$ cat src/design/adda_pkg.sv
// shared types and constants of the attentional drift accumulator
// no dependencies; imported by the lane, merge and core modules
`default_nettype none

package adda_pkg;

   localparam int FRAC_BITS = 10;          // fixed point fraction bits
   localparam int EVID_W    = 24;          // evidence width
   localparam int DRIFT_W   = 16;
   localparam int THETA_W   = 11;
   localparam int PROD_W    = 27;          // drift * theta, signed
   localparam int DISC_W    = PROD_W - FRAC_BITS;
   localparam int SUM_W     = 26;          // evidence + increment + noise
   localparam int CNT_W     = 16;
   localparam int FIX_W     = 10;
   localparam int NUM_PORTS = 4;           // items carried on the ports
   localparam int CSR_AW    = 3;

   typedef logic [CSR_AW-1:0] csr_addr_type;

   localparam csr_addr_type CSR_DRIFT_A  = 3'd0;
   localparam csr_addr_type CSR_DRIFT_B  = 3'd1;
   localparam csr_addr_type CSR_DRIFT_C  = 3'd2;
   localparam csr_addr_type CSR_DRIFT_D  = 3'd3;
   localparam csr_addr_type CSR_THETA    = 3'd4;
   localparam csr_addr_type CSR_MAX_DUR  = 3'd5;
   localparam csr_addr_type CSR_BARRIER  = 3'd6;

   localparam logic [THETA_W-1:0] THETA_RESET   = 11'd1024;
   localparam logic [CNT_W-1:0]   MAX_DUR_RESET = 16'hFFFF;
   localparam logic [CNT_W-1:0]   BARRIER_RESET = 16'd1024;
   localparam logic [CNT_W-1:0]   CNT_MAX       = 16'hFFFF;
   localparam logic [FIX_W-1:0]   FIX_MAX       = 10'h3FF;

   // per-request lane control
   typedef struct packed {
      logic accept;   // request taken this cycle
      logic clear;    // trial start
      logic hold;     // trial already finished, freeze state
   } lane_ctrl_type;

endpackage

`default_nettype wire

$ cat src/design/adda_if.sv
// request and response channel interfaces of the accumulator
// no dependencies
`default_nettype none

interface adda_req_if;
   logic               valid;
   logic               ready;
   logic               trial_start;
   logic        [1:0]  fix_item;
   logic               fix_first;
   logic               fix_last;
   logic signed [15:0] noise_a;
   logic signed [15:0] noise_b;
   logic signed [15:0] noise_c;
   logic signed [15:0] noise_d;

   modport source (output valid, trial_start, fix_item, fix_first, fix_last,
                   noise_a, noise_b, noise_c, noise_d, input ready);
   modport sink   (input valid, trial_start, fix_item, fix_first, fix_last,
                   noise_a, noise_b, noise_c, noise_d, output ready);
endinterface

interface adda_rsp_if;
   logic               valid;
   logic               ready;
   logic               done_res;
   logic               timed_out;
   logic        [1:0]  choice;
   logic        [15:0] rt_ms;
   logic        [9:0]  fixations;
   logic               last_fixated_chosen;
   logic signed [15:0] last_fixated_drift;
   logic        [15:0] dwell_a;
   logic        [15:0] dwell_b;
   logic        [15:0] dwell_c;
   logic        [15:0] dwell_d;

   modport source (output valid, done_res, timed_out, choice, rt_ms, fixations,
                   last_fixated_chosen, last_fixated_drift,
                   dwell_a, dwell_b, dwell_c, dwell_d, input ready);
   modport sink   (input valid, done_res, timed_out, choice, rt_ms, fixations,
                   last_fixated_chosen, last_fixated_drift,
                   dwell_a, dwell_b, dwell_c, dwell_d, output ready);
endinterface

`default_nettype wire

$ cat src/design/adda_lane.sv
// one evidence lane: discounted drift, noise add, saturation, dwell counter
// depends on adda_pkg
`default_nettype none

module adda_lane (
   input  wire logic                                 clock,
   input  wire logic                                 reset,
   input  wire adda_pkg::lane_ctrl_type              ctrl,
   input  wire logic                                 fixated,
   input  wire logic signed [adda_pkg::DRIFT_W-1:0]  drift,
   input  wire logic        [adda_pkg::THETA_W-1:0]  theta,
   input  wire logic signed [adda_pkg::DRIFT_W-1:0]  noise,
   output logic signed      [adda_pkg::EVID_W-1:0]   ev_next,
   output logic             [adda_pkg::CNT_W-1:0]    dwell_next
);
   import adda_pkg::*;

   localparam logic signed [SUM_W-1:0] EvMax = SUM_W'(2**(EVID_W-1) - 1);
   localparam logic signed [SUM_W-1:0] EvMin = -SUM_W'(2**(EVID_W-1));

   logic signed [EVID_W-1:0] ev_ff, ev_cur;
   logic        [CNT_W-1:0]  dwell_ff, dwell_cur;
   logic signed [PROD_W-1:0] prod;
   logic signed [DISC_W-1:0] disc_ff, disc_in;
   logic signed [SUM_W-1:0]  inc, sum;

   // drift * theta depends on settings only, so it is kept registered
   assign prod    = PROD_W'(drift * $signed({1'b0, theta}));
   assign disc_in = DISC_W'(prod >>> FRAC_BITS);

   always_ff @(posedge clock) begin
      disc_in_reg: disc_ff <= disc_in;
   end

   assign ev_cur    = ctrl.clear ? '0 : ev_ff;
   assign dwell_cur = ctrl.clear ? '0 : dwell_ff;

   assign inc = fixated ? SUM_W'(drift) : SUM_W'(disc_ff);
   assign sum = SUM_W'(ev_cur) + inc + SUM_W'(noise);

   always_comb begin
      if (ctrl.hold) begin
         ev_next = ev_cur;
      end else if (sum > EvMax) begin
         ev_next = EVID_W'(EvMax);
      end else if (sum < EvMin) begin
         ev_next = EVID_W'(EvMin);
      end else begin
         ev_next = EVID_W'(sum);
      end
   end

   always_comb begin
      if (!ctrl.hold && fixated && dwell_cur != CNT_MAX) begin
         dwell_next = dwell_cur + CNT_W'(1);
      end else begin
         dwell_next = dwell_cur;
      end
   end

   always_ff @(posedge clock) begin
      if (reset) begin
         ev_ff    <= '0;
         dwell_ff <= '0;
      end else if (ctrl.accept) begin
         ev_ff    <= ev_next;
         dwell_ff <= dwell_next;
      end
   end

endmodule

`default_nettype wire

$ cat src/design/adda_merge.sv
// merge stage: lowest-index maximum of the lanes and barrier lead check
// depends on adda_pkg
`default_nettype none

module adda_merge #(
   parameter int NUM_ITEMS = 4
) (
   input  wire logic signed [adda_pkg::EVID_W-1:0] ev [NUM_ITEMS],
   input  wire logic        [adda_pkg::CNT_W-1:0]  barrier,
   output logic             [$clog2(NUM_ITEMS)-1:0] leader,
   output logic                                     decided
);
   import adda_pkg::*;

   localparam int LW = $clog2(NUM_ITEMS);

   logic signed [EVID_W-1:0] best_val;
   logic signed [EVID_W:0]   lead [NUM_ITEMS];

   // strict compare keeps the lowest index on ties
   always_comb begin
      best_val = ev[0];
      leader   = '0;
      for (int i = 1; i < NUM_ITEMS; i++) begin
         if (ev[i] > best_val) begin
            best_val = ev[i];
            leader   = LW'(i);
         end
      end
   end

   always_comb begin
      decided = 1'b1;
      for (int k = 0; k < NUM_ITEMS; k++) begin
         lead[k] = (EVID_W+1)'(best_val) - (EVID_W+1)'(ev[k]);
         if (LW'(k) != leader && lead[k] < $signed({9'b0, barrier})) begin
            decided = 1'b0;
         end
      end
   end

endmodule

`default_nettype wire

$ cat src/design/attentional_drift_accumulator_core.sv
// top level of the attentional drift accumulator: settings, trial counters,
// response register; depends on adda_pkg, adda_if, adda_lane, adda_merge
`default_nettype none

// Race of NUM_ITEMS evidence lanes, one simulated millisecond per request.
// Every request yields exactly one response. Throughput is one request per
// clock unless the port stalls: the lanes add drift and noise, saturate to
// 24 bits, and the merge stage picks the lowest-index leader and checks the
// barrier, all within the cycle that takes the request. The response shows
// up in the output register in the cycle after the request is taken; a new
// request is taken while that response waits, as long as the output
// register is free or being drained in the same cycle. The discounted
// drift (drift times theta) is held in a register per lane, so the request
// port pauses after reset and after each csr write while that register
// reloads. Once a trial is decided or timed out, requests without
// trial_start change nothing and report the frozen result.
module attentional_drift_accumulator_core #(
   parameter int NUM_ITEMS = 4
) (
   input  wire logic                        clock,
   input  wire logic                        reset,
   adda_req_if.sink                         req,
   adda_rsp_if.source                       rsp,
   input  wire logic                        csr_we,
   input  wire adda_pkg::csr_addr_type      csr_addr,
   input  wire logic [adda_pkg::CNT_W-1:0]  csr_wdata
);
   import adda_pkg::*;

   localparam int LW = $clog2(NUM_ITEMS);

   // settings
   logic signed [DRIFT_W-1:0] drift_ff [NUM_PORTS];
   logic [THETA_W-1:0]        theta_ff;
   logic [CNT_W-1:0]          max_dur_ff;
   logic [CNT_W-1:0]          barrier_ff;
   logic                      settle_ff;

   // trial state
   logic [CNT_W-1:0] elapsed_ff, elapsed_cur, elapsed_in;
   logic [FIX_W-1:0] fixcnt_ff, fixcnt_cur, fixcnt_in;
   logic             finished_ff, finished_in, finished_cur;

   // response register
   logic                      rsp_valid_ff, rsp_valid_in;
   logic                      done_ff, timed_ff, chosen_ff;
   logic [1:0]                choice_ff;
   logic [CNT_W-1:0]          rt_ff;
   logic [FIX_W-1:0]          fixations_ff;
   logic signed [DRIFT_W-1:0] fix_drift_ff, fix_drift;
   logic [CNT_W-1:0]          dwell_ff [NUM_PORTS];

   logic                      accept;
   lane_ctrl_type             lane_ctrl;
   logic signed [DRIFT_W-1:0] noise_vec [NUM_PORTS];
   logic signed [EVID_W-1:0]  ev_next [NUM_ITEMS];
   logic [CNT_W-1:0]          dwell_next [NUM_ITEMS];
   logic [CNT_W-1:0]          dwell_out [NUM_PORTS];
   logic [LW-1:0]             leader;
   logic                      decided, timed, fix_valid, chosen;

   // ---------------------------------------------------------------- csr
   always_ff @(posedge clock) begin
      if (reset) begin
         for (int i = 0; i < NUM_PORTS; i++) begin
            drift_ff[i] <= '0;
         end
         theta_ff   <= THETA_RESET;
         max_dur_ff <= MAX_DUR_RESET;
         barrier_ff <= BARRIER_RESET;
      end else if (csr_we) begin
         unique case (csr_addr)
            CSR_DRIFT_A: drift_ff[0] <= csr_wdata;
            CSR_DRIFT_B: drift_ff[1] <= csr_wdata;
            CSR_DRIFT_C: drift_ff[2] <= csr_wdata;
            CSR_DRIFT_D: drift_ff[3] <= csr_wdata;
            CSR_THETA:   theta_ff    <= csr_wdata[THETA_W-1:0];
            CSR_MAX_DUR: max_dur_ff  <= csr_wdata;
            CSR_BARRIER: barrier_ff  <= csr_wdata;
            default: ;   // unmapped index, ignored
         endcase
      end
   end

   // pause while the lanes reload their discounted drift
   always_ff @(posedge clock) begin
      if (reset) begin
         settle_ff <= 1'b1;
      end else begin
         settle_ff <= csr_we;
      end
   end

   // ---------------------------------------------------------- handshake
   assign req.ready    = !settle_ff && (!rsp_valid_ff || rsp.ready);
   assign accept       = req.valid && req.ready;
   assign rsp_valid_in = accept || (rsp_valid_ff && !rsp.ready);

   // trial start clears everything before this millisecond
   assign finished_cur = !req.trial_start && finished_ff;
   assign elapsed_cur  = req.trial_start ? '0 : elapsed_ff;
   assign fixcnt_cur   = req.trial_start ? '0 : fixcnt_ff;

   assign lane_ctrl.accept = accept;
   assign lane_ctrl.clear  = req.trial_start;
   assign lane_ctrl.hold   = finished_cur;

   assign noise_vec[0] = req.noise_a;
   assign noise_vec[1] = req.noise_b;
   assign noise_vec[2] = req.noise_c;
   assign noise_vec[3] = req.noise_d;

   // -------------------------------------------------------------- lanes
   // lanes past the four on the ports run with zero drift and zero noise
   for (genvar g = 0; g < NUM_ITEMS; g++) begin : g_lane
      logic signed [DRIFT_W-1:0] lane_drift, lane_noise;
      if (g < NUM_PORTS) begin : g_port
         assign lane_drift = drift_ff[g];
         assign lane_noise = noise_vec[g];
      end else begin : g_extra
         assign lane_drift = '0;
         assign lane_noise = '0;
      end

      adda_lane u_lane (
         .clock      (clock),
         .reset      (reset),
         .ctrl       (lane_ctrl),
         .fixated    (32'(req.fix_item) == g),
         .drift      (lane_drift),
         .theta      (theta_ff),
         .noise      (lane_noise),
         .ev_next    (ev_next[g]),
         .dwell_next (dwell_next[g])
      );
   end

   adda_merge #(
      .NUM_ITEMS (NUM_ITEMS)
   ) u_merge (
      .ev      (ev_next),
      .barrier (barrier_ff),
      .leader  (leader),
      .decided (decided)
   );

   // ------------------------------------------------------ trial counters
   assign elapsed_in = (!finished_cur && elapsed_cur != CNT_MAX) ?
                       elapsed_cur + CNT_W'(1) : elapsed_cur;
   assign fixcnt_in  = (!finished_cur && req.fix_first && fixcnt_cur != FIX_MAX) ?
                       fixcnt_cur + FIX_W'(1) : fixcnt_cur;

   // a finished trial stays timed out unless its frozen lead meets the barrier
   assign timed = !decided &&
                  (finished_cur || (req.fix_last && elapsed_in >= max_dur_ff));
   assign finished_in = finished_cur || decided || timed;

   always_ff @(posedge clock) begin
      if (reset) begin
         elapsed_ff  <= '0;
         fixcnt_ff   <= '0;
         finished_ff <= 1'b0;
      end else if (accept) begin
         elapsed_ff  <= elapsed_in;
         fixcnt_ff   <= fixcnt_in;
         finished_ff <= finished_in;
      end
   end

   // fixated item outside the race reports no drift and no choice
   assign fix_valid = 32'(req.fix_item) < NUM_ITEMS;
   assign chosen    = fix_valid && (32'(req.fix_item) == 32'(leader));
   assign fix_drift = fix_valid ? drift_ff[req.fix_item] : '0;

   for (genvar g = 0; g < NUM_PORTS; g++) begin : g_dwell
      if (g < NUM_ITEMS) begin : g_live
         assign dwell_out[g] = dwell_next[g];
      end else begin : g_none
         assign dwell_out[g] = '0;
      end
   end

   // ----------------------------------------------------- response register
   always_ff @(posedge clock) begin
      if (reset) begin
         rsp_valid_ff <= 1'b0;
      end else begin
         rsp_valid_ff <= rsp_valid_in;
      end
   end

   always_ff @(posedge clock) begin
      if (accept) begin
         done_ff      <= decided || timed;
         timed_ff     <= timed;
         choice_ff    <= 2'(leader);
         rt_ff        <= timed ? max_dur_ff : elapsed_in;
         fixations_ff <= fixcnt_in;
         chosen_ff    <= chosen;
         fix_drift_ff <= fix_drift;
         for (int i = 0; i < NUM_PORTS; i++) begin
            dwell_ff[i] <= dwell_out[i];
         end
      end
   end

   assign rsp.valid               = rsp_valid_ff;
   assign rsp.done_res            = done_ff;
   assign rsp.timed_out           = timed_ff;
   assign rsp.choice              = choice_ff;
   assign rsp.rt_ms               = rt_ff;
   assign rsp.fixations           = fixations_ff;
   assign rsp.last_fixated_chosen = chosen_ff;
   assign rsp.last_fixated_drift  = fix_drift_ff;
   assign rsp.dwell_a             = dwell_ff[0];
   assign rsp.dwell_b             = dwell_ff[1];
   assign rsp.dwell_c             = dwell_ff[2];
   assign rsp.dwell_d             = dwell_ff[3];

endmodule

`default_nettype wire

$ cat src/flat_wrapper.sv
// flat-port wrapper written by rule: the top's interface ports become plain ports
module attentional_drift_accumulator_core_flat import adda_pkg::*;
#(
   parameter int NUM_ITEMS = 4
)
  (clock, reset, csr_we, csr_addr, csr_wdata, req_valid, req_trial_start, req_fix_item, req_fix_first, req_fix_last, req_noise_a, req_noise_b, req_noise_c, req_noise_d, req_ready, rsp_valid, rsp_done_res, rsp_timed_out, rsp_choice, rsp_rt_ms, rsp_fixations, rsp_last_fixated_chosen, rsp_last_fixated_drift, rsp_dwell_a, rsp_dwell_b, rsp_dwell_c, rsp_dwell_d, rsp_ready);
  adda_req_if req_i ();
  adda_rsp_if rsp_i ();
  input  wire logic clock;
  input  wire logic reset;
  input  wire logic csr_we;
  input  wire adda_pkg::csr_addr_type csr_addr;
  input  wire logic [adda_pkg::CNT_W-1:0] csr_wdata;
  input wire logic [$bits(req_i.valid)-1:0] req_valid;
  input wire logic [$bits(req_i.trial_start)-1:0] req_trial_start;
  input wire logic [$bits(req_i.fix_item)-1:0] req_fix_item;
  input wire logic [$bits(req_i.fix_first)-1:0] req_fix_first;
  input wire logic [$bits(req_i.fix_last)-1:0] req_fix_last;
  input wire logic [$bits(req_i.noise_a)-1:0] req_noise_a;
  input wire logic [$bits(req_i.noise_b)-1:0] req_noise_b;
  input wire logic [$bits(req_i.noise_c)-1:0] req_noise_c;
  input wire logic [$bits(req_i.noise_d)-1:0] req_noise_d;
  output wire logic [$bits(req_i.ready)-1:0] req_ready;
  output wire logic [$bits(rsp_i.valid)-1:0] rsp_valid;
  output wire logic [$bits(rsp_i.done_res)-1:0] rsp_done_res;
  output wire logic [$bits(rsp_i.timed_out)-1:0] rsp_timed_out;
  output wire logic [$bits(rsp_i.choice)-1:0] rsp_choice;
  output wire logic [$bits(rsp_i.rt_ms)-1:0] rsp_rt_ms;
  output wire logic [$bits(rsp_i.fixations)-1:0] rsp_fixations;
  output wire logic [$bits(rsp_i.last_fixated_chosen)-1:0] rsp_last_fixated_chosen;
  output wire logic [$bits(rsp_i.last_fixated_drift)-1:0] rsp_last_fixated_drift;
  output wire logic [$bits(rsp_i.dwell_a)-1:0] rsp_dwell_a;
  output wire logic [$bits(rsp_i.dwell_b)-1:0] rsp_dwell_b;
  output wire logic [$bits(rsp_i.dwell_c)-1:0] rsp_dwell_c;
  output wire logic [$bits(rsp_i.dwell_d)-1:0] rsp_dwell_d;
  input wire logic [$bits(rsp_i.ready)-1:0] rsp_ready;
  assign req_i.valid = req_valid;
  assign req_i.trial_start = req_trial_start;
  assign req_i.fix_item = req_fix_item;
  assign req_i.fix_first = req_fix_first;
  assign req_i.fix_last = req_fix_last;
  assign req_i.noise_a = req_noise_a;
  assign req_i.noise_b = req_noise_b;
  assign req_i.noise_c = req_noise_c;
  assign req_i.noise_d = req_noise_d;
  assign req_ready = req_i.ready;
  assign rsp_valid = rsp_i.valid;
  assign rsp_done_res = rsp_i.done_res;
  assign rsp_timed_out = rsp_i.timed_out;
  assign rsp_choice = rsp_i.choice;
  assign rsp_rt_ms = rsp_i.rt_ms;
  assign rsp_fixations = rsp_i.fixations;
  assign rsp_last_fixated_chosen = rsp_i.last_fixated_chosen;
  assign rsp_last_fixated_drift = rsp_i.last_fixated_drift;
  assign rsp_dwell_a = rsp_i.dwell_a;
  assign rsp_dwell_b = rsp_i.dwell_b;
  assign rsp_dwell_c = rsp_i.dwell_c;
  assign rsp_dwell_d = rsp_i.dwell_d;
  assign rsp_i.ready = rsp_ready;
  attentional_drift_accumulator_core #(.NUM_ITEMS(NUM_ITEMS)) u_core (.clock(clock), .reset(reset), .req(req_i), .rsp(rsp_i), .csr_we(csr_we), .csr_addr(csr_addr), .csr_wdata(csr_wdata));
endmodule
$ cat config.mk
export PLATFORM = sky130hd
export DESIGN_NAME = attentional_drift_accumulator_core_flat
export DESIGN_NICKNAME = d
export VERILOG_FILES = /design/src/design/adda_pkg.sv /design/src/design/adda_if.sv /design/src/design/adda_lane.sv /design/src/design/adda_merge.sv /design/src/design/attentional_drift_accumulator_core.sv /design/src/flat_wrapper.sv
export SDC_FILE = /design/constraint.sdc
export NUM_CORES = 2
export LEC_CHECK = 0
export ABC_AREA = 1
export BUFFER_PORTS_ARGS = -buffer_cell sky130_fd_sc_hd__buf_2
export CAP_MARGIN = 20
export CORE_ASPECT_RATIO = 1.2
export CORE_UTILIZATION = 30
export DETAILED_ROUTE_END_ITERATION = 10
export GPL_TIMING_DRIVEN = 1
export PLACE_DENSITY = 0.54
export SLEW_MARGIN = 30
export SYNTH_ARGS = -nofsm -noshare
export SYNTH_HDL_FRONTEND = slang
export SYNTH_SLANG_ARGS = --single-unit
$ cat constraint.sdc
create_clock -name clock -period 19.2 [get_ports clock]
set_input_delay 1.92 -clock clock [delete_from_list [all_inputs] [get_ports clock]]
set_output_delay 1.92 -clock clock [all_outputs]
set_load 0.01 [all_outputs]
==> results.sh <==
export IMPL_antenna_found_initial=17
export IMPL_die_y_um=493.5
export IMPL_post_route_period_util_pct=92.55
export IMPL_wl_per_cell_um=19.18
export IMPL_routabilityCongestion=0.9572
export IMPL_cp_max_fo=35
export IMPL_grt_use_total_pct=19.89
export IMPL_worstPathArrival_ns=18.24
export IMPL_holdWs_ns=0.5000
export IMPL_finalClockSkew_ns=0.05134
export IMPL_maxCapViolations=0
export IMPL_via_count=51040
export IMPL_start_util_pct=30.16
export IMPL_worst_slew_pin_slew_ns=1.041
export IMPL_portBuffers=205
export IMPL_fin_nets=9290
export IMPL_htree_num_levels=2
export IMPL_die_area_sq_mm=0.2031
export IMPL_avgSynthCellArea_sq_um=7.699
export IMPL_grt_max_degree=163
export IMPL_outcome="finished clean"
export IMPL_wl_met1_mm=86.36
export IMPL_ys_seq_area_share_pct=18.65
export IMPL_synth_net_count=9235
export IMPL_grt_pass1_vias=51490
export IMPL_place_ws_ns=0.2761
export IMPL_yosysWarnings=0
export IMPL_drive_above_1_share_pct=6.465
export IMPL_clk_pin_slew_ns=0.06
export IMPL_cts_num_sinks=475
export IMPL_worst_setup_path_end_kind="register"
export IMPL_wl_met3_mm=13.14
export IMPL_ant_nets=0
export IMPL_fin_ws_ns=1.430
export IMPL_crit_top_cell="nand2_1"
export IMPL_detailed_place_hpwl_mm=163.5
export IMPL_wl_met2_mm=94.86
export IMPL_highest_layer="met5"
export IMPL_crit_required_ns=19.67
export IMPL_via_per_inst=4.817
export IMPL_slowest_stage="o21ai_0"
export IMPL_dp_cells=10480
export IMPL_ios=206
export IMPL_final_common_cell="inv_1"
export IMPL_layout_common_cells="1778 x inv_1, 1676 x nand2_1, 719 x fa_1"
export IMPL_area_delta_synth_final_pct=10.24
export IMPL_synth_async_reset_ratio_pct=0
export IMPL_cts_hold_buf=0
export IMPL_synth_top_area_cell="fa_1"
export IMPL_synth_seq_cells=475
export IMPL_cts_tree="built"
export IMPL_tns_ns=0
export IMPL_die_w_um=411.6
export IMPL_syn_inst=7844
export IMPL_grt_overflow=0
export IMPL_final_cells=10600
export IMPL_clock_latency_ns=0.72
export IMPL_synth_edf_count=175
export IMPL_fmax_ghz=0.05627
export IMPL_synthDistinctLibCells=67
export IMPL_drt_wl_total_mm=203.3
export IMPL_synth_top_flop_cell="dfxtp_1"
export IMPL_first_iter_violations=3449
export IMPL_fill_cells=21120
export IMPL_relSlewSlack_pct=30.62
export IMPL_synth_top_cells_by_area="fa_1 24%, ha_1 12%, inv_1 11%, nand2_1 10%, dfxtp_1 9.9%"
export IMPL_grt_pass1_wl_mm=308.4
export IMPL_netlist_area_sq_mm=0.06039
export IMPL_synth_top_cell_area_share_pct=23.84
export IMPL_min_path_type="register to register"
export IMPL_cts_inserted_buffers=60
export IMPL_first_pass_iters=8
export IMPL_rows=180
export IMPL_cts_buffer_depth=3
export IMPL_drc=0
export IMPL_crit_path_start_kind="input pin"
export IMPL_fp_coreArea_sq_mm=0.2002
export IMPL_worstSetupPathType="input pin to register"
export IMPL_cts_root_buf="clkbuf_16"
export IMPL_worst_r2r_setup_slack_ns=2.67
export IMPL_rsz0062_at_grt="false"
export IMPL_hold_viol=0
export IMPL_period_minus_slack_ns=17.77
export IMPL_cp_slowest_stage_delay_ns=0.59
export IMPL_slew_violations=0
export IMPL_setup_violations=0
## stage by stage
| stage | cell area [sq um] | util, % |
|---|---|---|
| 2_1_floorplan | 60390 | - |
| 3_3_place_gp | 64280 | 32.10 |
| 3_5_place_dp | 64300 | 32.11 |
| 4_1_cts | 66530 | 33.23 |
| 5_1_grt | 66560 | 33.24 |
| 6_report | 66570 | 33.25 |
## per-layer routing
metal / vias to the layer above / global-route usage, %
li1: 24320 / -
met1: 24830 / 25.52
met2: 1558 / 33.34
met3: 325 / 3.009
met4: 12 / 7.854
met5: - / 0
## flip-flops by register name, indices dropped and copies added (netlist names)
register	flops
u_core.g_lane.u_lane.disc_ff	68
u_core.barrier_ff	16
u_core.rsp.last_fixated_chosen	1
u_core.rsp.last_fixated_drift	16
u_core.elapsed_ff	16
u_core.g_lane.u_lane.dwell_ff	64
u_core.rsp.valid	1
u_core.settle_ff	1
u_core.theta_ff	11
u_core.rsp.timed_out	1
u_core.rsp.fixations	10
u_core.drift_ff	64
u_core.rsp.choice	2
u_core.rsp.rt_ms	16
u_core.max_dur_ff	16
u_core.fixcnt_ff	10
u_core.rsp.done_res	1
u_core.finished_ff	1
u_core.dwell_ff	64
u_core.g_lane.u_lane.ev_ff	96
## critical path, delay by kind of cell
kind                     cells  cell delay, ns
AO/OA/AOI/OAI               21            4.59
XOR/XNOR                     1            0.15
adder cells (fa/ha/maj)      8            2.76
buffers and inverters       14            2.41
AND/OR/NAND/NOR             44            6.34
## cell type report
cell class | instances | area, sq um | area share (%)
well taps | 2639 | 3302 | 4.960
inverters | 1794 | 6748 | 10.14
clock buffers | 64 | 1558 | 2.340
repair buffers | 290 | 1698 | 2.551
flip-flops and latches | 475 | 11270 | 16.94
multi-input cells | 5278 | 41300 | 62.04
diodes | 6 | 15.01 | 0.02255
clock inverters | 50 | 674.4 | 1.013
## synth_stat cells, drive strengths merged, types with 45 or more instances
cell	count
fa	719
clkbuf	260
nor3	45
nor2	415
a21oi	503
nand3	157
ha	579
edfxtp	175
o21ai	422
a22oi	55
nand2	1709
nand4	73
inv	1788
xor2	216
dfxtp	300
xnor2	120
## worst paths after layout
check,from,to,cells after the start
min,u_core.elapsed_ff[12]$_SDFFE_PP0P_,u_core.elapsed_ff[12]$_SDFFE_PP0P_,2
max reg2reg,u_core.drift_ff[1][15]$_SDFFCE_PN0P_,u_core.rsp.rt_ms[3]$_DFFE_PP_,83
max,req_fix_item[0],u_core.rsp.rt_ms[3]$_DFFE_PP_,88
min reg2reg,u_core.elapsed_ff[12]$_SDFFE_PP0P_,u_core.elapsed_ff[12]$_SDFFE_PP0P_,2
## kinds of logic after synthesis
logic type | count (synthesis) | synth area share [%]
adders and majority gates | 1298 | 35.83
muxes | 1 | 0.01865
DFF | 475 | 18.65
xor gates and xnor gates | 336 | 4.873
buffers and inverters | 2091 | 13.03
and+or+nand+nor | 2451 | 16.48
AOI/OAI and AO/OA | 1192 | 11.11
## repair_timing
item,4_1_cts,5_1_grt
buffers inserted,0,0
resized for setup,0,7
setup endpoints to repair,0,19
Power is not shown: default switching activity piles up to over one toggle a cycle in this logic, so the estimate is an artifact.
